`src/sv/sra_pkg.sv`:
```
`timescale 1ns / 1ps

package sra_pkg;

    localparam int SAMPLE_BITS_DEF   = 12;
    localparam int CORDIC_STAGES_DEF = 16;

    localparam int LANES        = 5;
    localparam int COEF_W       = 16;
    localparam int ATAN_ENTRIES = 24;
    localparam int ANG_FRAC     = 16;
    localparam int ANG_W        = 29;
    localparam int ANGLE_W      = 12;
    localparam int QUOT_W       = ANG_W - ANG_FRAC;

    // q1.14 weights for sensor pairs at k*36 degrees
    localparam logic signed [COEF_W-1:0] COS_Q14 [LANES] = '{
        16'sd16384, 16'sd13255, 16'sd5063, -16'sd5063, -16'sd13255
    };
    localparam logic signed [COEF_W-1:0] SIN_Q14 [LANES] = '{
        16'sd0, 16'sd9631, 16'sd15583, 16'sd15583, 16'sd9631
    };

    // atan(2^-i) in tenths of a degree, 16 fraction bits
    localparam logic signed [ANG_W-1:0] ATAN_TAB [ATAN_ENTRIES] = '{
        29'sd29491200, 29'sd17409673, 29'sd9198793, 29'sd4669451,
        29'sd2343786,  29'sd1173036,  29'sd586661,  29'sd293348,
        29'sd146676,   29'sd73339,    29'sd36669,   29'sd18335,
        29'sd9167,     29'sd4584,     29'sd2292,    29'sd1146,
        29'sd573,      29'sd286,      29'sd143,     29'sd72,
        29'sd36,       29'sd18,       29'sd9,       29'sd4
    };

    localparam logic signed [ANG_W-1:0] Z_QUARTER = ANG_W'(900 * 65536);
    localparam logic signed [ANG_W-1:0] Z_HALF    = ANG_W'(1800 * 65536);

    localparam logic signed [QUOT_W-1:0] ANGLE_MAX = QUOT_W'(1800);
    localparam logic signed [QUOT_W-1:0] ANGLE_MIN = -QUOT_W'(1800);

endpackage

```
`src/sv/sra_prep.sv`:
```
`timescale 1ns / 1ps

module sra_prep #(
    parameter int SUM_W = sra_pkg::SAMPLE_BITS_DEF + 18,
    parameter int CW    = SUM_W + 2
) (
    input  logic                            clk,
    input  logic                            load,
    input  logic signed [SUM_W-1:0]         sum_x,
    input  logic signed [SUM_W-1:0]         sum_y,
    output logic signed [CW-1:0]            vec_x,
    output logic signed [CW-1:0]            vec_y,
    output logic signed [sra_pkg::ANG_W-1:0] vec_z
);
    import sra_pkg::*;

    logic signed [CW-1:0]    xe;
    logic signed [CW-1:0]    ye;
    logic signed [CW-1:0]    vec_x_reg;
    logic signed [CW-1:0]    vec_y_reg;
    logic signed [ANG_W-1:0] vec_z_reg;
    logic signed [CW-1:0]    vec_x_next;
    logic signed [CW-1:0]    vec_y_next;
    logic signed [ANG_W-1:0] vec_z_next;

    // axis cases finish here with y forced to zero so later stages pass through
    always_comb
    begin
        xe = CW'(sum_x);
        ye = CW'(sum_y);
        vec_x_next = xe;
        vec_y_next = ye;
        vec_z_next = '0;
        priority if (sum_y == '0)
        begin
            vec_y_next = '0;
            vec_z_next = sum_x[SUM_W-1] ? Z_HALF : '0;
        end
        else if (sum_x == '0)
        begin
            vec_y_next = '0;
            vec_z_next = sum_y[SUM_W-1] ? -Z_QUARTER : Z_QUARTER;
        end
        else if (sum_x[SUM_W-1] && !sum_y[SUM_W-1])
        begin
            vec_x_next = ye;
            vec_y_next = -xe;
            vec_z_next = Z_QUARTER;
        end
        else if (sum_x[SUM_W-1])
        begin
            vec_x_next = -ye;
            vec_y_next = xe;
            vec_z_next = -Z_QUARTER;
        end
        else
        begin
            vec_z_next = '0;
        end
    end

    always_ff @(posedge clk)
    begin
        if (load)
        begin
            vec_x_reg <= vec_x_next;
            vec_y_reg <= vec_y_next;
            vec_z_reg <= vec_z_next;
        end
    end

    assign vec_x = vec_x_reg;
    assign vec_y = vec_y_reg;
    assign vec_z = vec_z_reg;

endmodule

```
`config.mk`:
```
export PLATFORM = sky130hd
export DESIGN_NAME = sra_prep
export DESIGN_NICKNAME = d
export VERILOG_FILES = /design/src/sv/sra_pkg.sv /design/src/sv/sra_prep.sv
export SDC_FILE = /design/constraint.sdc
export NUM_CORES = 1
export LEC_CHECK = 0
export BUFFER_PORTS_ARGS = -buffer_cell sky130_fd_sc_hd__buf_2
export CORE_UTILIZATION = 25
export DETAILED_ROUTE_END_ITERATION = 16
export GPL_TIMING_DRIVEN = 0
export HOLD_SLACK_MARGIN = 0.03
export PLACE_DENSITY = 0.57
export SETUP_SLACK_MARGIN = 0.4
export SLEW_MARGIN = 5
export SYNTH_ARGS = -nofsm -noshare
export SYNTH_HDL_FRONTEND = slang
export SYNTH_SLANG_ARGS = --single-unit
```
`constraint.sdc`:
```
create_clock -name clk -period 5.27 [get_ports clk]
set_input_delay 0.7905 -clock clk [delete_from_list [all_inputs] [get_ports clk]]
set_output_delay 0.7905 -clock clk [all_outputs]
set_load 0.03 [all_outputs]
```
==> metrics.txt <==
Hold Violations, Final=0; die area=0.0182 mm2; via count=3987; CTS resizes=0; ranking of synthesized cells by area=edfxtp_1, xor2_1, o21ai_0, xnor2_1, buf_4; port bufs=135; row count=48; CTS Buf Count=9; Worst-path clk slew=60 ps; Avg Cell Area, Syn=9.79 um2; IO Pins=155; Sum Neg Setup Slack=0 ps; number of synthesized register bits=69; Crit. End Element=flip-flop; slew at the pin with the worst max-slew slack=871 ps; min cycle time layout=3400 ps; H-tree Lvls=3; dpl cells=829; first-pass GRT wire length=22100 um; gpl congestion=0.842; combinational power share=0.243; status=finished, final reports clean; CTS root buf=clkbuf_16; worst-path fanout max=10; CP max stage cell=or4_1; DP Wirelength=11200 um; Pwr Density=293 mW/mm2; worst path buffer plus inverter count=4; GRT overflow=0; Synthesis Warnings=0; Max Freq=294 MHz; Leak=2.35 nW; Initial DRC Count=227; asr flop ratio synth=0; initial antenna violation count=0; relative slew slack=0.414; clk buf depth=2; Gate Count Post-Synth=451; synthesized area=0.00442 mm2; Initial Utilization=0.255; pin count of the biggest net entering global routing=70; # nets final=679; Pins Over Slew Limit=0; synth unique cells=49; Sequential Power Share=0.405; multi-input logic area=0.00210 mm2; EDFF count, synth=69; Die Wd=135 um; Post-CTS Setup Bufs=0; synth cell count leaders=edfxtp_1, nor2_1, o21ai_0; Top cell by count, worst path=buf_2; DR vias/cell=4.72; internal power=1.16 mW; Wirelength per Cell=17.8 um; area grow syn2layout=30.4%; most common cell in the netlist=edfxtp_1; sequential standard cell area=0.00207 mm2; Final Cycle Share=0.646; peak supply drop=0.153 mV; Core Util, Final=0.333; Worst path max stage delay=620 ps; DRC Markers=0; sequential-to-total area share from yosys stat=0.469; fill count=1864; Critical Path RT=5320 ps; Final Setup Violations=0; Setup crit start kind=input port; Core Area=0.0173 mm2; clock power share=0.352; CTS tree=yes; Synth area leader=edfxtp_1; vias in the first global route=3831; DRT Pass-1 Iters=5; Worst Path Arrival=3450 ps; switching power=0.528 mW; Max Cap Viol=0; RSZ-0062 raised after global routing=no; final std cells w/o fill=845; Synth top area share=0.469; share of layout cells above drive strength 1=0.318; Routed WL=15000 um; die height=135 um; CTS Hold Bufs=0; CP top delay family=simple AND/OR/NAND/NOR gates; crit-path cells=buf_2 > or4_1 > nor3_1 > and3_1 > clkbuf_1 > a31o_2 > buf_2 > buf_2 > a211oi_1; Antenna Nets Post-Route=0; Sink Count=69; kind of critical path=input port to flip-flop; Synth Flop Type=edfxtp_1; HP Class=input port to flip-flop; gr usage total=0.166; Sw Share=0.313; n_diodes=0
cells by family after synthesis:
kind of cell    share of synthesized area
compound gates                      0.146
xor+xnor                           0.0952
fa+ha+maj                         0.00566
buf+inv                            0.0705
flops                               0.469
mux                                0.0295
other cells                      0.000849
simple gates                        0.183
routing by layer:
layer / vias to the layer above / track usage / routed length, um
li1: 1938 / - / -
met1: 1875 / 0.212 / 6650
met2: 158 / 0.268 / 6950
met3: 16 / 0.0450 / 1180
met4: 0 / 0.0568 / 239
met5: - / 0 / 0
cell type report:
type,instances,share of cell area
repair buffers,136,0.123
well taps,225,0.0489
plain buffers,48,0.0482
flip-flops and latches,69,0.360
inverters,9,0.00587
clock inverters,7,0.0115
clock buffers,9,0.0391
multi-input cells,342,0.364
power groups by stage:
stage	registers (mW)	clock network, mW	logic, mW
after CTS	0.685	0.610	0.410
after floorplan	0.804	0	0.150
after global placement	0.696	0	0.404
after global routing	0.688	0.623	0.440
final	0.683	0.595	0.409
after detailed placement	0.695	0	0.409
final timing paths:
path	cells after the start	slack (ps)	start	end
setup / recovery	9	1870	sum_x[7]	vec_y[23]
hold / removal	3	770	sum_x[27]	vec_x[27]
tightest hold or removal path: cells and delay by family:
kind	cells	cell delay, ps
AO/OA/AOI/OAI	1	60
buffers and inverters	1	110
AND/OR/NAND/NOR	1	50
layout by cell type, fill, tap and decap left out, types with 3 or more instances in the layout:
cell / instances
or4_4: 3
buf_1: 3
inv_1: 8
a211oi_1: 9
nor4_1: 3
conb_1: 18
clkinv_1: 3
and3_1: 3
nand2b_1: 3
o21ai_0: 44
mux2i_1: 13
or4_1: 11
xor2_1: 27
nor3_1: 15
buf_4: 25
nand2_1: 42
o31ai_1: 9
clkbuf_16: 9
clkbuf_1: 15
or3_1: 9
a31oi_1: 8
buf_2: 140
xnor2_1: 21
nand3_1: 5
or2_2: 6
nor2_1: 45
edfxtp_1: 69
a21oi_1: 17
o41ai_1: 4
per-stage QoR:
step	total power, mW	area, um2	hold slack [ps]	setup slack [ps]
after detailed placement	1.10	5470	1120	1570
after global routing	1.75	5760	799	1730
final	1.69	5760	767	1870
after floorplan	0.954	4480	903	2210
after global placement	1.10	5440	1120	1590
after CTS	1.70	5760	760	1920
No activity file was read; power rests on OpenSTA's default activity.
