<file path="config.mk">
export PLATFORM = sky130hd
export DESIGN_NAME = sra_cordic_stage
export DESIGN_NICKNAME = d
export VERILOG_FILES = /design/src/sv/sra_pkg.sv /design/src/sv/sra_cordic_stage.sv
export SDC_FILE = /design/constraint.sdc
export NUM_CORES = 1
export LEC_CHECK = 0
export BUFFER_PORTS_ARGS = -buffer_cell sky130_fd_sc_hd__buf_2
export CELL_PAD_IN_SITES_DETAIL_PLACEMENT = 0
export CELL_PAD_IN_SITES_GLOBAL_PLACEMENT = 1
export CORE_MARGIN = 2
export CORE_UTILIZATION = 45
export DETAILED_ROUTE_END_ITERATION = 7
export PLACE_DENSITY = 0.95
export SYNTH_ARGS = -nofsm -noshare
export SYNTH_HDL_FRONTEND = slang
export SYNTH_SLANG_ARGS = --single-unit
export TNS_END_PERCENT = 20
</file>
<file path="constraint.sdc">
create_clock -name clk -period 9.6 [get_ports clk]
set_input_delay 0.96 -clock clk [delete_from_list [all_inputs] [get_ports clk]]
set_output_delay 0.96 -clock clk [all_outputs]
set_load 0.02 [all_outputs]
</file>
<file path="src/sv/sra_pkg.sv">
`timescale 1ns / 1ps

package sra_pkg;

    localparam int SAMPLE_BITS_DEF   = 12;
    localparam int CORDIC_STAGES_DEF = 16;

    localparam int LANES        = 5;
    localparam int COEF_W       = 16;
    localparam int ATAN_ENTRIES = 24;
    localparam int ANG_FRAC     = 16;
    localparam int ANG_W        = 29;
    localparam int ANGLE_W      = 12;
    localparam int QUOT_W       = ANG_W - ANG_FRAC;

    // q1.14 weights for sensor pairs at k*36 degrees
    localparam logic signed [COEF_W-1:0] COS_Q14 [LANES] = '{
        16'sd16384, 16'sd13255, 16'sd5063, -16'sd5063, -16'sd13255
    };
    localparam logic signed [COEF_W-1:0] SIN_Q14 [LANES] = '{
        16'sd0, 16'sd9631, 16'sd15583, 16'sd15583, 16'sd9631
    };

    // atan(2^-i) in tenths of a degree, 16 fraction bits
    localparam logic signed [ANG_W-1:0] ATAN_TAB [ATAN_ENTRIES] = '{
        29'sd29491200, 29'sd17409673, 29'sd9198793, 29'sd4669451,
        29'sd2343786,  29'sd1173036,  29'sd586661,  29'sd293348,
        29'sd146676,   29'sd73339,    29'sd36669,   29'sd18335,
        29'sd9167,     29'sd4584,     29'sd2292,    29'sd1146,
        29'sd573,      29'sd286,      29'sd143,     29'sd72,
        29'sd36,       29'sd18,       29'sd9,       29'sd4
    };

    localparam logic signed [ANG_W-1:0] Z_QUARTER = ANG_W'(900 * 65536);
    localparam logic signed [ANG_W-1:0] Z_HALF    = ANG_W'(1800 * 65536);

    localparam logic signed [QUOT_W-1:0] ANGLE_MAX = QUOT_W'(1800);
    localparam logic signed [QUOT_W-1:0] ANGLE_MIN = -QUOT_W'(1800);

endpackage

</file>
<file path="src/sv/sra_cordic_stage.sv">
`timescale 1ns / 1ps

module sra_cordic_stage #(
    parameter int CW    = sra_pkg::SAMPLE_BITS_DEF + 20,
    parameter int SHIFT = 0
) (
    input  logic                             clk,
    input  logic                             load,
    input  logic signed [CW-1:0]             x_in,
    input  logic signed [CW-1:0]             y_in,
    input  logic signed [sra_pkg::ANG_W-1:0] z_in,
    output logic signed [CW-1:0]             x_out,
    output logic signed [CW-1:0]             y_out,
    output logic signed [sra_pkg::ANG_W-1:0] z_out
);
    import sra_pkg::*;

    logic signed [CW-1:0]    x_sh;
    logic signed [CW-1:0]    y_sh;
    logic signed [CW-1:0]    x_reg;
    logic signed [CW-1:0]    y_reg;
    logic signed [ANG_W-1:0] z_reg;
    logic signed [CW-1:0]    x_next;
    logic signed [CW-1:0]    y_next;
    logic signed [ANG_W-1:0] z_next;

    always_comb
    begin
        x_sh = x_in >>> SHIFT;
        y_sh = y_in >>> SHIFT;
        x_next = x_in;
        y_next = y_in;
        z_next = z_in;
        priority if (y_in == '0)
        begin
            z_next = z_in;
        end
        else if (!y_in[CW-1])
        begin
            x_next = x_in + y_sh;
            y_next = y_in - x_sh;
            z_next = z_in + ATAN_TAB[SHIFT];
        end
        else
        begin
            x_next = x_in - y_sh;
            y_next = y_in + x_sh;
            z_next = z_in - ATAN_TAB[SHIFT];
        end
    end

    always_ff @(posedge clk)
    begin
        if (load)
        begin
            x_reg <= x_next;
            y_reg <= y_next;
            z_reg <= z_next;
        end
    end

    assign x_out = x_reg;
    assign y_out = y_reg;
    assign z_out = z_reg;

endmodule

</file>
==> flow_summary.yaml <==
outcome:
  status: "completed"
drt:
  wl_met3_mm: 2.054
  maxUsedRoutingLayer: "met4"
  drt-wirelength-per-cell_um: 18.44
  first_pass_iters: 7
  dr_wl_met2_mm: 12.38
  drc: 0
  totalWireLength_mm: 28.05
  drt_iter0_drc: 857
  vias_per_cell: 5.765
  wl_met1_mm: 12.91
  ant_nets: 0
  dr_total_vias: 8769
die:
  fp.dieH_um: 147.3
  start_util_pct: 45.80
  die-area_sq_mm: 0.02169
  coreArea_sq_mm: 0.02017
  fp-row-count: 52
  ios: 188
  die-width_um: 147.3
worst_setup_path:
  cp.arrival_ns: 4.32
  crit_start: "x_in[0]"
  critPathRequiredTime_ns: 9.71
  critical_path_class: "input pin to register"
  cp_max_fo: 6
  worstSetupEndpointType: "register"
  cp-start-kind: "input pin"
  crit_end: "x_out[28]"
layout:
  drive_above_1_share_pct: 18.55
  area_growth_pct: 15.18
  nets: 1449
  antennaDiodeCount: 0
place:
  hpwl_mm: 21.45
  port_buffers: 187
  pre_cts_slack_ns: 5.106
  gp_congestion: 0.9786
sta:
  clock.fmax_mhz: 237.2
  hold_viol_final: 0
  finalSetupTns_ns: 0
  rsz0062_at_grt: "false"
  finalCritPeriodShare_pct: 43.91
  slew_headroom_pct: 35.91
  fin_ws_ns: 5.385
  drv_slew: 0
  min_period_ns: 4.215
  setup_viol: 0
  worstMarginPinSlew_ns: 0.9613
logic_synthesis:
  ys_warn_count: 0
  synthDistinctLibCells: 71
  syn_nets: 1302
  async_flop_share_pct: 0
  synth_most_common_cell: "nor2_1"
  synth-main-ff-cell: "edfxtp_1"
  netlist.area_leader.share_pct: 30.23
  synth_top_area_cell: "edfxtp_1"
  synthTopCellsByArea: "edfxtp_1, ha_1, a21oi_1"
  ys_top_cells_by_count: "nor2_1, a21oi_1, ha_1"
  synth_seq_cells: 93
  syn_area_per_cell_sq_um: 8.405
  synth-edff-count: 93
  synth-seq-area-share_pct: 30.23
  synth_area_sq_mm: 0.009238
  syn_inst: 1099
cts:
  post_cts_buffers: 0
  holdBufCountCts: 0
  postCtsResizedCells: 0
  cts_tree: "yes"
  clock_path_buffers: 2
  cts_buffers: 9
  clkTransAtPathRegs_ns: 0.07
  ctsRootBufferMaster: "clkbuf_16"
  htree_num_levels: 3
  clock-sinks: 93
worst_hold_path:
  min_path_type: "input pin to register"
power:
  p_leak_nw: 4.743
  irDropWorstVdd_v: 0.00008381
  power_density_mw_per_mm2: 144.9
job:
  cap_violations: 0
grt:
  overflow: 0
  first_global_vias: 8137
  track_usage_pct: 25.22
  grt_first_pass_wirelength_mm: 43.30
  grt_max_degree: 69
  antenna_found_initial: 0
==> per-layer routing <==
layer  vias up  track usage, %
li1       4242               -
met1      4078           36.25
met2       399           38.86
met3        50           4.317
met4         0           7.788
met5         -               0
==> final cells by class <==
class | count | area (sq um)
inverters | 100 | 375.4
repair buffers | 192 | 975.9
well taps | 270 | 337.8
flip-flops and latches | 93 | 2793
multi-input cells | 850 | 5846
clock buffers | 9 | 225.2
clock inverters | 7 | 87.58
fillers | 1963 | 9529
==> logic make-up after synthesis <==
kind of cell,after synthesis,share of synthesized area [%]
simple gates,315,15.75
mux,20,2.262
buf+inv,156,6.569
xor+xnor,60,5.689
fa+ha+maj,108,14.95
compound gates,347,24.54
flops,93,30.23
==> critical path, stage by stage <==
cell and delay, ns:
buf_2 0.14, inv_1 0.05, ha_1 0.23, fa_1 0.40, nor2b_1 0.19, o2111ai_1 0.14
a21boi_0 0.32, o21ai_1 0.21, a21o_1 0.21, a31oi_1 0.62, a2111oi_0 0.30, a21o_1 0.21
a221o_1 0.33
==> through the flow <==
step | instance area, sq um | total power [W] | hold slack, ns | instances | util [%]
floorplan | 9238 | 0.0009580 | 1.059 | 1099 | -
global placement | 10330 | 0.001140 | 1.137 | 1505 | 51.20
detailed placement | 10330 | 0.001146 | 1.138 | 1505 | 51.20
CTS | 10640 | 0.001542 | 0.7558 | 1521 | 52.75
global route | 10640 | 0.001618 | 0.7589 | 1521 | 52.75
finish | 10640 | 0.001542 | 0.7685 | 1521 | 52.75
==> state kept, by name, summed over array words and instances (netlist names) <==
register / cells
y_out: 32
x_out: 32
z_out: 29
==> how the worst min path moves through the flow <==
stage | to | cells after the start | from | slack, ns
final | z_out[6] | 1 | z_in[6] | 0.77
after CTS | z_out[7] | 1 | z_in[7] | 0.76
after global routing | z_out[13] | 1 | z_in[13] | 0.76
after floorplan | z_out[0] | 0 | z_in[0] | 1.06
after detailed placement | z_out[7] | 1 | z_in[7] | 1.14
after global placement | z_out[13] | 1 | z_in[13] | 1.14
==> cell usage in the layout (no fill, tap or decap), drive strengths merged, types with 5 or more instances in the layout <==
cell type,n
and3,5
a21boi,9
o21a,10
nor3,19
nand2b,9
o31ai,11
a31oi,12
a21o,23
nor2b,16
o2111ai,5
o21ai,77
or2,6
xor2,16
inv,104
a21oi,113
nand3,12
edfxtp,93
nand2,67
a2111oi,6
a211oi,13
mux2i,16
o211ai,9
nor2,133
nor4,15
buf,192
ha,104
xnor2,44
a221oi,6
o21bai,14
nand4,10
or3,13
clkbuf,9
o221ai,5
o22ai,5
==> power by group <==
part	internal [W]	switching (W)	total [W]
registers	0.000525	0.0000147	0.000540
clock network	0.000209	0.000185	0.000394
logic	0.000218	0.000390	0.000608
total	0.000952	0.000589	0.00154
No activity file was read; power rests on OpenSTA's default activity.
