## src/sv/sra_pkg.sv

```systemverilog
`timescale 1ns / 1ps

package sra_pkg;

    localparam int SAMPLE_BITS_DEF   = 12;
    localparam int CORDIC_STAGES_DEF = 16;

    localparam int LANES        = 5;
    localparam int COEF_W       = 16;
    localparam int ATAN_ENTRIES = 24;
    localparam int ANG_FRAC     = 16;
    localparam int ANG_W        = 29;
    localparam int ANGLE_W      = 12;
    localparam int QUOT_W       = ANG_W - ANG_FRAC;

    // q1.14 weights for sensor pairs at k*36 degrees
    localparam logic signed [COEF_W-1:0] COS_Q14 [LANES] = '{
        16'sd16384, 16'sd13255, 16'sd5063, -16'sd5063, -16'sd13255
    };
    localparam logic signed [COEF_W-1:0] SIN_Q14 [LANES] = '{
        16'sd0, 16'sd9631, 16'sd15583, 16'sd15583, 16'sd9631
    };

    // atan(2^-i) in tenths of a degree, 16 fraction bits
    localparam logic signed [ANG_W-1:0] ATAN_TAB [ATAN_ENTRIES] = '{
        29'sd29491200, 29'sd17409673, 29'sd9198793, 29'sd4669451,
        29'sd2343786,  29'sd1173036,  29'sd586661,  29'sd293348,
        29'sd146676,   29'sd73339,    29'sd36669,   29'sd18335,
        29'sd9167,     29'sd4584,     29'sd2292,    29'sd1146,
        29'sd573,      29'sd286,      29'sd143,     29'sd72,
        29'sd36,       29'sd18,       29'sd9,       29'sd4
    };

    localparam logic signed [ANG_W-1:0] Z_QUARTER = ANG_W'(900 * 65536);
    localparam logic signed [ANG_W-1:0] Z_HALF    = ANG_W'(1800 * 65536);

    localparam logic signed [QUOT_W-1:0] ANGLE_MAX = QUOT_W'(1800);
    localparam logic signed [QUOT_W-1:0] ANGLE_MIN = -QUOT_W'(1800);

endpackage

```

## src/sv/sra_merge.sv

```systemverilog
`timescale 1ns / 1ps

module sra_merge #(
    parameter int PROD_W = sra_pkg::SAMPLE_BITS_DEF + 1 + sra_pkg::COEF_W,
    parameter int SUM_W  = PROD_W + 1
) (
    input  logic                     clk,
    input  logic                     load,
    input  logic signed [PROD_W-1:0] prod_cos [sra_pkg::LANES],
    input  logic signed [PROD_W-1:0] prod_sin [sra_pkg::LANES],
    output logic signed [SUM_W-1:0]  sum_x,
    output logic signed [SUM_W-1:0]  sum_y
);
    import sra_pkg::*;

    logic signed [SUM_W-1:0] sum_x_reg;
    logic signed [SUM_W-1:0] sum_y_reg;
    logic signed [SUM_W-1:0] sum_x_next;
    logic signed [SUM_W-1:0] sum_y_next;

    always_comb
    begin
        sum_x_next = '0;
        sum_y_next = '0;
        for (int k = 0; k < LANES; k++)
        begin
            sum_x_next = sum_x_next + SUM_W'(prod_cos[k]);
            sum_y_next = sum_y_next + SUM_W'(prod_sin[k]);
        end
    end

    always_ff @(posedge clk)
    begin
        if (load)
        begin
            sum_x_reg <= sum_x_next;
            sum_y_reg <= sum_y_next;
        end
    end

    assign sum_x = sum_x_reg;
    assign sum_y = sum_y_reg;

endmodule

```

## config.mk

```make
export PLATFORM = sky130hd
export DESIGN_NAME = sra_merge
export DESIGN_NICKNAME = d
export VERILOG_FILES = /design/src/sv/sra_pkg.sv /design/src/sv/sra_merge.sv
export SDC_FILE = /design/constraint.sdc
export NUM_CORES = 1
export LEC_CHECK = 0
export BUFFER_PORTS_ARGS = -buffer_cell sky130_fd_sc_hd__clkbuf_2
export CAP_MARGIN = 40
export CORE_ASPECT_RATIO = 1.1
export CORE_MARGIN = 2
export CORE_UTILIZATION = 50
export DETAILED_ROUTE_END_ITERATION = 8
export PLACE_DENSITY = 0.79
export SKIP_CTS_REPAIR_TIMING = 1
export SLEW_MARGIN = 40
export SYNTH_ARGS = -nofsm -noshare
export SYNTH_HDL_FRONTEND = slang
export SYNTH_SLANG_ARGS = --single-unit
```

## constraint.sdc

```tcl
create_clock -name clk -period 5.4 [get_ports clk]
set_input_delay 1.08 -clock clk [delete_from_list [all_inputs] [get_ports clk]]
set_output_delay 1.08 -clock clk [all_outputs]
set_load 0.02 [all_outputs]
```

==> summary.md <==
| Metric | Value |
|---|---|
| # IOs | 352 |
| CTS max path bufs | 2 |
| Min Tclk post-route | ~5 ns |
| Kind of end point of the critical path | flip-flop |
| Area enclosed by the die boundary | 21450 um2 |
| Leakage component of the power | 0.007422 uW |
| Most used flip-flop cell after synthesis | sky130_fd_sc_hd__edfxtp_1 |
| Total GRT Usage | 0.2233 |
| Cells after synthesis | 1159 |
| Starting DRC count in detailed routing | between 400 and 500 |
| Chip Width | 139.8 um |
| CTS tree | yes |
| Vertical die dimension | 153.4 um |
| Mapped Area | 10140 um2 |
| Placeable core region | between 15000 and 20000 um2 |
| Total placed instance area | 12180 um2 |
| Final routed wire length divided by cell count | approximately 13 um |
| RSZ-0062 raised after global routing | false |
| Largest net degree at the start of global routing | 39 |
| Clock transition at path regs | approximately 0.05 ns |
| Worst hold slack across all endpoints | 1.060 ns |
| Vias/cell | ~4.7 |
| # H-tree levels | 3 |
| Drt pass-1 iters | 5 |
| Average cell area after synthesis | about 8.8 um2 |
| Max Transition Viols Final | 0 |
| Distinct cell type count of the synthesized netlist | between 50 and 60 |
| Register area share after synthesis | 0.1776 |
| Top cells by count, synth | sky130_fd_sc_hd__inv_1 (522), sky130_fd_sc_hd__fa_1 (172), sky130_fd_sc_hd__edfxtp_1 (60), sky130_fd_sc_hd__ha_1 (60), sky130_fd_sc_hd__a21oi_1 (52) |
| Maximum capacitance violations | 0 |
| Launch point of the worst path | prod_cos[2] |
| Largest area contributor in the netlist | sky130_fd_sc_hd__fa_1 |
| DPL Wire Length | approximately 21000 um |
| Async set-reset flop share out of synthesis | 0 |
| Row cnt | 54 |
| Number of global-route vias before repair | between 8000 and 9000 |
| Final weighted congestion in routability-driven placement | roughly 0.83 |
| EDFF count, synth | 60 |
| Data required time at the worst endpoint | 5.47 ns |
| Number of nets in the final layout | roughly 2000 |
| Slew @ Worst Pin | around 0.57 ns |
| Area growth from synthesis to layout | 22.83% |
| Top-count cell post-synth | sky130_fd_sc_hd__inv_1 |
| Worst setup SP type | input pin |
| Clock sink total | 60 |
| Max Freq | between 150 and 200 MHz |
| Master cell of the clock root buffer | sky130_fd_sc_hd__clkbuf_16 |
| Critical Path Sink | sum_x[26]$_DFFE_PP_ |
| Final setup TNS | 0 ns |
| First-pass GRT wire length | between 30000 and 40000 um |
| Outcome | complete, no violations |
| Number of DRC violations after detailed routing | 0 |
| Category of the most critical setup path | input pin to flip-flop |
| Critical Path Fanout Max | 4 |
| Post-route design area | between 10000 and 15000 um2 |
| Fraction of synthesized cell area taken by the top area cell type | 0.3394 |
| Data arrival time of the critical path | 5.07 ns |
| Top area cells in the synthesized netlist | sky130_fd_sc_hd__fa_1 (34%), sky130_fd_sc_hd__inv_1 (19%), sky130_fd_sc_hd__edfxtp_1 (18%), sky130_fd_sc_hd__ha_1 (7.4%), sky130_fd_sc_hd__xnor2_1 (4.0%) |
| Grt total ovfl | 0 |
| Mapped Nets | 1683 |
| Setup violation total in the final timing report | 0 |
| Post-synthesis sequential element count | 60 |
| Share of final-layout standard cells stronger than drive strength 1 | 0.2483 |
| Initial standard-cell utilization of the core | 0.5107 |
| Max rail drop VDD | between 0.2 and 0.25 mV |
| Max-slew headroom | 0.6209 |
| Total via count in the routed design | slightly above 8000 |
| Initial antenna violation count | 0 |
| CTS buffer count | 9 |
| Total length of routed wires | ~23000 um |
| Ratio of final minimum period to clock period | 0.9261 |
| Class of the worst hold path | input pin to flip-flop |
| Number of endpoints with negative hold slack in the final report | 0 |
| Synth warn | 0 |
| Antenna diodes | 0 |
| Count of buffers inserted at the top-level ports | roughly 350 |
| Power per cell area | between 400 and 500 nW/um2 |
| Final WS setup | 0.3989 ns |
| Placement Setup Slack | approximately 0.008 ns |
| Post-DRT Antenna Nets | 0 |
## power breakdown
| part | internal [uW] | total [uW] | switching, uW |
|---|---|---|---|
| clock | 350 | 553 | 203 |
| combinational | 1620 | 4020 | 2390 |
| sequential | 958 | 1030 | 69.1 |
| total | 2930 | 5600 | 2670 |
## routing by layer
metal,vias to the layer above,wire (um),GRT usage
met2,295,12250,0.4200
met4,0,567,0.06905
met3,29,1479,0.04229
met5,-,0,0
met1,3914,8742,0.2550
li1,4054,-,-
## logic make-up (layout without fill, tap and decap cells)
logic type               count (synthesis)  in the layout  synth area share
buffers and inverters                  534            889            0.1976
flip-flops                              60             60            0.1776
adder cells (fa/ha/maj)                232            232            0.4134
AND/OR/NAND/NOR                        112            112           0.05291
XOR/XNOR                                64             64           0.05525
AO/OA/AOI/OAI                          157            157            0.1032
## placed cells by master (no fill, tap or decap), types with 10 or more instances in the layout
cell type / n
sky130_fd_sc_hd__a21o_1: 12
sky130_fd_sc_hd__a21oi_1: 52
sky130_fd_sc_hd__clkbuf_2: 350
sky130_fd_sc_hd__edfxtp_1: 60
sky130_fd_sc_hd__fa_1: 172
sky130_fd_sc_hd__ha_1: 60
sky130_fd_sc_hd__inv_1: 522
sky130_fd_sc_hd__nand2_1: 38
sky130_fd_sc_hd__nor2_1: 26
sky130_fd_sc_hd__o21ai_0: 29
sky130_fd_sc_hd__o21bai_1: 10
sky130_fd_sc_hd__xnor2_1: 46
sky130_fd_sc_hd__xor2_1: 18
## critical path: stages
cell and delay, ns:
sky130_fd_sc_hd__clkbuf_2 0.07, sky130_fd_sc_hd__inv_1 0.05, sky130_fd_sc_hd__fa_1 0.54, sky130_fd_sc_hd__inv_1 0.05, sky130_fd_sc_hd__fa_1 0.48, sky130_fd_sc_hd__inv_1 0.05, sky130_fd_sc_hd__fa_1 0.54, sky130_fd_sc_hd__inv_1 0.07
sky130_fd_sc_hd__ha_1 0.30, sky130_fd_sc_hd__a211oi_1 0.29, sky130_fd_sc_hd__o21ai_1 0.18, sky130_fd_sc_hd__o311ai_1 0.38, sky130_fd_sc_hd__a21oi_1 0.24, sky130_fd_sc_hd__a41oi_1 0.39, sky130_fd_sc_hd__o221ai_1 0.18, sky130_fd_sc_hd__xor2_1 0.16
## layout make-up
| type | count | area (um2) |
|---|---|---|
| Tap cell | 252 | 315.3 |
| Inverter | 522 | 1959 |
| Multi-Input combinational cell | 565 | 6339 |
| Sequential cell | 60 | 1802 |
| Clock buffer | 9 | 225.2 |
| Clock inverter | 6 | 56.30 |
| Timing Repair Buffer | 352 | 1764 |
| Fill cell | 1677 | 7403 |
## how the worst min path moves through the flow
stage                       start            endpoint  slack (ns)  cells after the start
floorplan                    load  sum_x[0]$_DFFE_PP_        1.19                      0
global placement    prod_cos[116]  sum_x[0]$_DFFE_PP_        1.38                      2
detailed placement  prod_sin[116]  sum_y[0]$_DFFE_PP_        1.39                      2
CTS                 prod_sin[116]  sum_y[0]$_DFFE_PP_        1.04                      2
global route        prod_cos[116]  sum_x[0]$_DFFE_PP_        1.05                      2
finish              prod_sin[116]  sum_y[0]$_DFFE_PP_        1.06                      2
## metrics by stage
step                total power [uW]  cells  utilization
floorplan                       3986   1159            -
global placement                4940   1751       0.6131
detailed placement              5053   1751       0.6131
CTS                             5635   1766       0.6273
global route                    6165   1766       0.6273
finish                          5600   1766       0.6273
Power figures use the tool's default switching activity.
