==> src/sv/sra_pkg.sv <==
`timescale 1ns / 1ps

package sra_pkg;

    localparam int SAMPLE_BITS_DEF   = 12;
    localparam int CORDIC_STAGES_DEF = 16;

    localparam int LANES        = 5;
    localparam int COEF_W       = 16;
    localparam int ATAN_ENTRIES = 24;
    localparam int ANG_FRAC     = 16;
    localparam int ANG_W        = 29;
    localparam int ANGLE_W      = 12;
    localparam int QUOT_W       = ANG_W - ANG_FRAC;

    // q1.14 weights for sensor pairs at k*36 degrees
    localparam logic signed [COEF_W-1:0] COS_Q14 [LANES] = '{
        16'sd16384, 16'sd13255, 16'sd5063, -16'sd5063, -16'sd13255
    };
    localparam logic signed [COEF_W-1:0] SIN_Q14 [LANES] = '{
        16'sd0, 16'sd9631, 16'sd15583, 16'sd15583, 16'sd9631
    };

    // atan(2^-i) in tenths of a degree, 16 fraction bits
    localparam logic signed [ANG_W-1:0] ATAN_TAB [ATAN_ENTRIES] = '{
        29'sd29491200, 29'sd17409673, 29'sd9198793, 29'sd4669451,
        29'sd2343786,  29'sd1173036,  29'sd586661,  29'sd293348,
        29'sd146676,   29'sd73339,    29'sd36669,   29'sd18335,
        29'sd9167,     29'sd4584,     29'sd2292,    29'sd1146,
        29'sd573,      29'sd286,      29'sd143,     29'sd72,
        29'sd36,       29'sd18,       29'sd9,       29'sd4
    };

    localparam logic signed [ANG_W-1:0] Z_QUARTER = ANG_W'(900 * 65536);
    localparam logic signed [ANG_W-1:0] Z_HALF    = ANG_W'(1800 * 65536);

    localparam logic signed [QUOT_W-1:0] ANGLE_MAX = QUOT_W'(1800);
    localparam logic signed [QUOT_W-1:0] ANGLE_MIN = -QUOT_W'(1800);

endpackage

==> src/sv/sra_lane.sv <==
`timescale 1ns / 1ps

module sra_lane #(
    parameter int SAMPLE_BITS = sra_pkg::SAMPLE_BITS_DEF,
    parameter int LANE        = 0,
    parameter int PROD_W      = SAMPLE_BITS + 1 + sra_pkg::COEF_W
) (
    input  logic                     clk,
    input  logic                     load,
    input  logic [SAMPLE_BITS-1:0]   sample_near,
    input  logic [SAMPLE_BITS-1:0]   sample_far,
    output logic signed [PROD_W-1:0] prod_cos,
    output logic signed [PROD_W-1:0] prod_sin
);
    import sra_pkg::*;

    logic signed [SAMPLE_BITS:0]  diff;
    logic signed [PROD_W-1:0]     prod_cos_reg;
    logic signed [PROD_W-1:0]     prod_sin_reg;
    logic signed [PROD_W-1:0]     prod_cos_next;
    logic signed [PROD_W-1:0]     prod_sin_next;

    always_comb
    begin
        diff          = $signed({1'b0, sample_near}) - $signed({1'b0, sample_far});
        prod_cos_next = PROD_W'(diff) * PROD_W'(COS_Q14[LANE]);
        prod_sin_next = PROD_W'(diff) * PROD_W'(SIN_Q14[LANE]);
    end

    always_ff @(posedge clk)
    begin
        if (load)
        begin
            prod_cos_reg <= prod_cos_next;
            prod_sin_reg <= prod_sin_next;
        end
    end

    assign prod_cos = prod_cos_reg;
    assign prod_sin = prod_sin_reg;

endmodule

==> config.mk <==
export PLATFORM = sky130hd
export DESIGN_NAME = sra_lane
export DESIGN_NICKNAME = d
export VERILOG_FILES = /design/src/sv/sra_pkg.sv /design/src/sv/sra_lane.sv
export SDC_FILE = /design/constraint.sdc
export NUM_CORES = 1
export LEC_CHECK = 0
export ABC_AREA = 1
export BUFFER_PORTS_ARGS = -buffer_cell sky130_fd_sc_hd__buf_2
export CORE_MARGIN = 2
export CORE_UTILIZATION = 35
export DETAILED_ROUTE_END_ITERATION = 7
export PLACE_DENSITY = 0.75
export SYNTH_ARGS = -nofsm -noshare
export SYNTH_HDL_FRONTEND = slang
export SYNTH_SLANG_ARGS = --single-unit
==> constraint.sdc <==
create_clock -name clk -period 3.93 [get_ports clk]
set_clock_uncertainty 0.15 [all_clocks]
set_input_delay 0.1965 -clock clk [delete_from_list [all_inputs] [get_ports clk]]
set_output_delay 0.1965 -clock clk [all_outputs]
set_load 0.005 [all_outputs]
==> results of run 1 <==
-- power by group --
group	switching (uW)	leakage [uW]	internal [uW]	total, uW
Clock	42.5	0.0000228	71.2	114
Sequential	3.62	0.000127	180	183
Combinational	89.6	0.000827	61.9	152
-- worst max-delay path: stages --
cell and delay, ps:
buf_2 80, inv_1 30, ha_1 210, fa_1 430, nor2_2 140, nor2_2 60
or2_1 220, nand3_1 70, nand2_1 50
-- per-layer routing --
| layer | track usage, % | up-vias |
|---|---|---|
| met1 | 10.8 | 496 |
| li1 | - | 620 |
| met2 | 17.1 | 70 |
| met4 | 5.88 | 0 |
| met5 | 0 | - |
| met3 | 1.14 | 5 |
-- metrics by stage --
step	total power [uW]	worst slack, ps	instances	utilization, %	cell area, sq um
finish	449	2280	295	39.8	1600
global route	484	2170	295	39.8	1600
CTS	454	2280	295	39.8	1600
detailed placement	337	2030	291	38.6	1560
global placement	334	2070	291	38.6	1560
floorplan	320	2190	246	-	1630
-- cell families after synthesis --
| family | share of synthesized area [%] |
|---|---|
| other | 0.254 |
| adders and majority gates | 11.5 |
| DFF | 26.5 |
| buffers and inverters | 32.9 |
| xor gates and xnor gates | 2.97 |
| and+or+nand+nor | 23.3 |
| AOI/OAI and AO/OA | 2.55 |
-- how the worst max path moves through the flow --
stage,slack (ps),end,start,depth (start not counted)
after global routing,2170,prod_cos[22],sample_near[0],9
final,2280,prod_cos[22],sample_near[0],9
after detailed placement,2030,prod_cos[22],sample_near[0],9
after CTS,2280,prod_cos[22],sample_near[0],9
after floorplan,2190,prod_cos[22],sample_near[0],8
after global placement,2070,prod_cos[22],sample_near[0],9
-- layout by cell type, fill, tap and decap left out, drive strengths merged --
master  netlist  routed
ha           12      12
nand3        10      10
nand2        54      54
nor2         10      10
xor2          3       3
edfxtp       13      13
nor3          1       1
inv          38      38
buf          45      40
or2           1       1
clkinv        1       1
nand3b        1       1
conb          1      43
fa            1       1
o21bai        1       1
o21ai         1       1
clkbuf        0       4
a21oi         5       5
nand4         4       4
xnor2         2       2
-- final cells by class --
type,count,area [sq um]
clock buffer,4,45.0
fill,459,2430
inverter,39,146
multi-input combinational,149,757
sequential,13,390
tap,50,62.6
timing repair buffer,40,200
==> results.txt, run 1 <==
IO Pins - 84
gr usage total - 9.56%
fraction of layout cells with a size suffix above 1 - 19.2%
first-pass GRT wire length - 3.36 mm
Critical Path RT - 3780 ps
Max-Cap Viols - 0
FMAX - 0.606 GHz
gpl congestion - 0.844
Synth async-reset ratio - 0%
status - finished, final reports clean
Period Utilization, post-route - 42.0%
Post CTS Setup Buffer Count - 0
TritonCTS Buffers - 3
count of nets after finishing - 285
EDFF count, synth - 13
# port buffers - 40
RSZ-0062 raised after global routing - no
Synth Warn # - 0
Die Y-Extent - 68.9 microns
max reg flops - 13
Sum Neg Setup Slack - 0 ps
die width - 68.9 microns
crit path max fanout - 4
final hold vios - 0
Hold Startpoint - sample_far[0]
Crit Path Class - primary input to flip-flop
maximum number of pins on one net before global-route repair - 14
Tmin final - 1650 ps
CTS max path bufs - 2
routed wl met3 - 280 microns
n_diodes - 0
antenna violations before repair - 0
Routed met1 length - 934 microns
met2 wire length - 1.11 mm
Clock Tree Root - clkbuf_8
Mapped Area - 1470 sq um
DRC viols - 0
post-route ant nets - 0
Top FF cell, synth - edfxtp_1
clk slew on worst S/H paths - 50 ps
DPL Wire Length - 2.11 mm
final slew viol count - 0
CTS-repair resized insts - 0
Lkg Pwr - 0.000977 uW
row cnt - 23
Final setup viols - 0
count leader, synth - nand2_1
CTS tree - done
Post-synth top cells - nand2_1 (52), buf_4 (45), inv_1 (38), edfxtp_1 (13), ha_1 (12)
ranking of synthesized cells by area - edfxtp_1 (26%), buf_4 (23%), nand2_1 (13%)
Avg Cell Area, Syn - 7.23 sq um
grt total ovfl - 0
Area Growth Syn to Fin - 8.66%
pwr dens - 280 nW/um^2
nature of the critical path endpoint - flip-flop
Post-CTS Hold Fix Bufs - 0
Total Wirelength - 2.38 mm
worst min-delay path category - primary input to flip-flop
Netlist cell types - 21
detailed router's first-iteration violation count - 35
Startpoint Class - primary input
post-synth top area share - 26.5%
1st-pass router iterations - 4
cell taking the most area after synthesis - edfxtp_1
worst path arrival time - 1500 ps
Syn Inst Count - 204
worst hold slack - 186 ps
vias in the first global route - 877
top sig layer - met4
starting density of the core - 36.6%
#FFs+latches synth - 13
Core Box Area - 4030 sq um
sequential share of the synthesized area - 26.5%
DR WL/cell - 8.06 microns
CTS Sinks - 13
CTS H-tree lvls - 1
total die area - 4750 sq um
Worst VDD drop - 0.0756 mV
total number of vias - 1191
Hold Path Sink - prod_cos[14]
vias per cell - 4.04
worst hold stages - 3
(Power assumes the default switching activity.)
==> inputs of run 2 (changes only) <==
- PLACE_DENSITY: 0.75 -> 0.78
- clock period: 3.93 -> 1.4 ns (I/O delays scaled with it)
==> run 2 against run 1 <==
- clock-buffer cell count stayed put
- critical path depth stayed put
- wire length is 5.3% higher
- final cell count is 4.7% higher
- flip-flop and latch count stayed put
- worst setup slack worse by 2300 ps
- clock power grew to 2.7 times the previous value
- global-route usage is 0.75 points higher
- utilization is 4.2 points higher
- first-iteration DRC count is 46% higher
- sequential power grew to 2.8 times the previous value
- via count is 2.4% higher
- highest routed layer unchanged
==> results.txt, run 2 (synthesized netlist as in run 1, its figures left out) <==
status - finished, final reports clean
gpl congestion - 0.822 (-2.6%)
worst hold stages - 3 (unchanged)
max reg flops - 13 (unchanged)
Period Utilization, post-route - 98.8%
post-route ant nets - 0 (unchanged)
antenna violations before repair - 0 (unchanged)
worst path arrival time - 1230 ps (-270 ps)
DR WL/cell - 8.10 microns (+0.57%)
DRC viols - 0 (unchanged)
Hold Startpoint - sample_far[0]
slowest CP cell - fa_2
TritonCTS Buffers - 3 (unchanged)
starting density of the core - 36.6% (unchanged)
critical-path cell list - buf_8 > inv_8 > ha_4 > fa_2 > nor2_2 > nor2_2 > or2_1 > nand3_1 > nand2_1
vias per cell - 3.95 (-2.2%)
nature of the critical path endpoint - flip-flop
gr usage total - 10.3% (+0.75 points)
Max-Cap Viols - 0 (unchanged)
pwr dens - 754 nW/um^2 (+170%)
count of nets after finishing - 299 (+4.9%)
total die area - 4750 sq um (unchanged)
total number of vias - 1220 (+2.4%)
Worst path max stage delay - 370 ps (-60 ps)
Final setup viols - 0 (unchanged)
grt total ovfl - 0 (unchanged)
Lkg Pwr - 0.00105 uW (+7.9%)
Post-CTS Hold Fix Bufs - 0 (unchanged)
commonest non-fill, non-tap cell in the layout - nand2_1
detailed router's first-iteration violation count - 51 (+46%)
IO Pins - 84 (unchanged)
Post-Place Cells - 304 (+4.5%)
RSZ-0062 raised after global routing - yes
Clock Tree Root - clkbuf_8
clk slew on worst S/H paths - 50 ps (about the same)
DPL Wire Length - 2.26 mm (+7.1%)
CTS tree - done
most frequent cells in the layout - nand2_1 (52), conb_1 (43), buf_2 (38)
Startpoint Class - primary input
Crit Path Class - primary input to flip-flop
1st-pass router iterations - 4 (unchanged)
maximum number of pins on one net before global-route repair - 14 (unchanged)
worst min-delay path category - primary input to flip-flop
fin cells - 309 (+4.7%)
fraction of layout cells with a size suffix above 1 - 26.3% (+7.1 points)
CTS H-tree lvls - 1 (unchanged)
first-pass GRT wire length - 3.76 mm (+12%)
FMAX - 0.723 GHz
CTS Sinks - 13 (unchanged)
die width - 68.9 microns (unchanged)
n_diodes - 0 (unchanged)
most used cell, CP - nor2_2
WP buf/inv - 2 (unchanged)
Core Box Area - 4030 sq um (unchanged)
Tmin final - 1380 ps
worst hold slack - 62.7 ps (-123 ps)
Total Wirelength - 2.50 mm (+5.3%)
CTS max path bufs - 2 (unchanged)
cell family with most CP delay - simple AND/OR/NAND/NOR gates
final hold vios - 0 (unchanged)
crit path max fanout - 4 (unchanged)
row cnt - 23 (unchanged)
Pwr Total - 1330 uW (+200%)
Core Util, Final - 43.9% (+4.2 points)
Die Y-Extent - 68.9 microns (unchanged)
vias in the first global route - 953 (+8.7%)
# port buffers - 40 (unchanged)
Hold Path Sink - prod_cos[14]
Area Growth Syn to Fin - 20.1%
Worst VDD drop - 0.227 mV (+200%)
final slew viol count - 0 (unchanged)
Critical Path RT - 1240 ps (-2540 ps)
## run 2: worst max-delay path by stage
| stage | from | endpoint | slack [ps] | cells after the start |
|---|---|---|---|---|
| after global placement | sample_near[0] | prod_cos[22] | -250 | 9 |
| after CTS | sample_near[0] | prod_cos[22] | 30 | 9 |
| final | sample_near[0] | prod_cos[22] | 20 | 9 |
| after detailed placement | sample_near[0] | prod_cos[22] | -270 | 9 |
| after floorplan | sample_near[0] | prod_cos[22] | -90 | 8 |
| after global routing | sample_near[0] | prod_cos[22] | -70 | 9 |
## run 2: what timing repair did
item / CTS / global route
resized for setup: 1 / 8
endpoints found under the setup margin: 2 / 6
buffers inserted: 0 / 1
pin swaps: 1 / 7
## run 2: metal layers
layer / part of all wire (%) / track usage, %
met1: 43 / 13.5
met2: 47 / 18.0
met3: 9.1 / 0.487
met4: 0.40 / 3.68
met5: 0 / 0
## run 2: cell type report
type | instances | area, sq um
Inverter | 39 | 154
Timing Repair Buffer | 54 | 322
Sequential cell | 13 | 390
Clock buffer | 4 | 45.0
Fill cell | 428 | 2260
Tap cell | 50 | 62.6
Multi-Input combinational cell | 149 | 797
## run 2: report_power, final
part / total, uW / switching [uW] / leakage, uW / internal (uW)
Combinational: 509 / 274 / 0.000904 / 235
Clock: 310 / 111 / 0.0000228 / 199
Sequential: 516 / 11.4 / 0.000127 / 504
## run 2: metrics by stage
step,worst slack (ps),setup TNS [ps],instance area [sq um]
CTS,25.5,0,1720
floorplan,-92.8,-92.8,1650
global route,-71.5,-84.1,1770
detailed placement,-274,-1690,1680
global placement,-249,-1390,1680
finish,16.2,0,1770
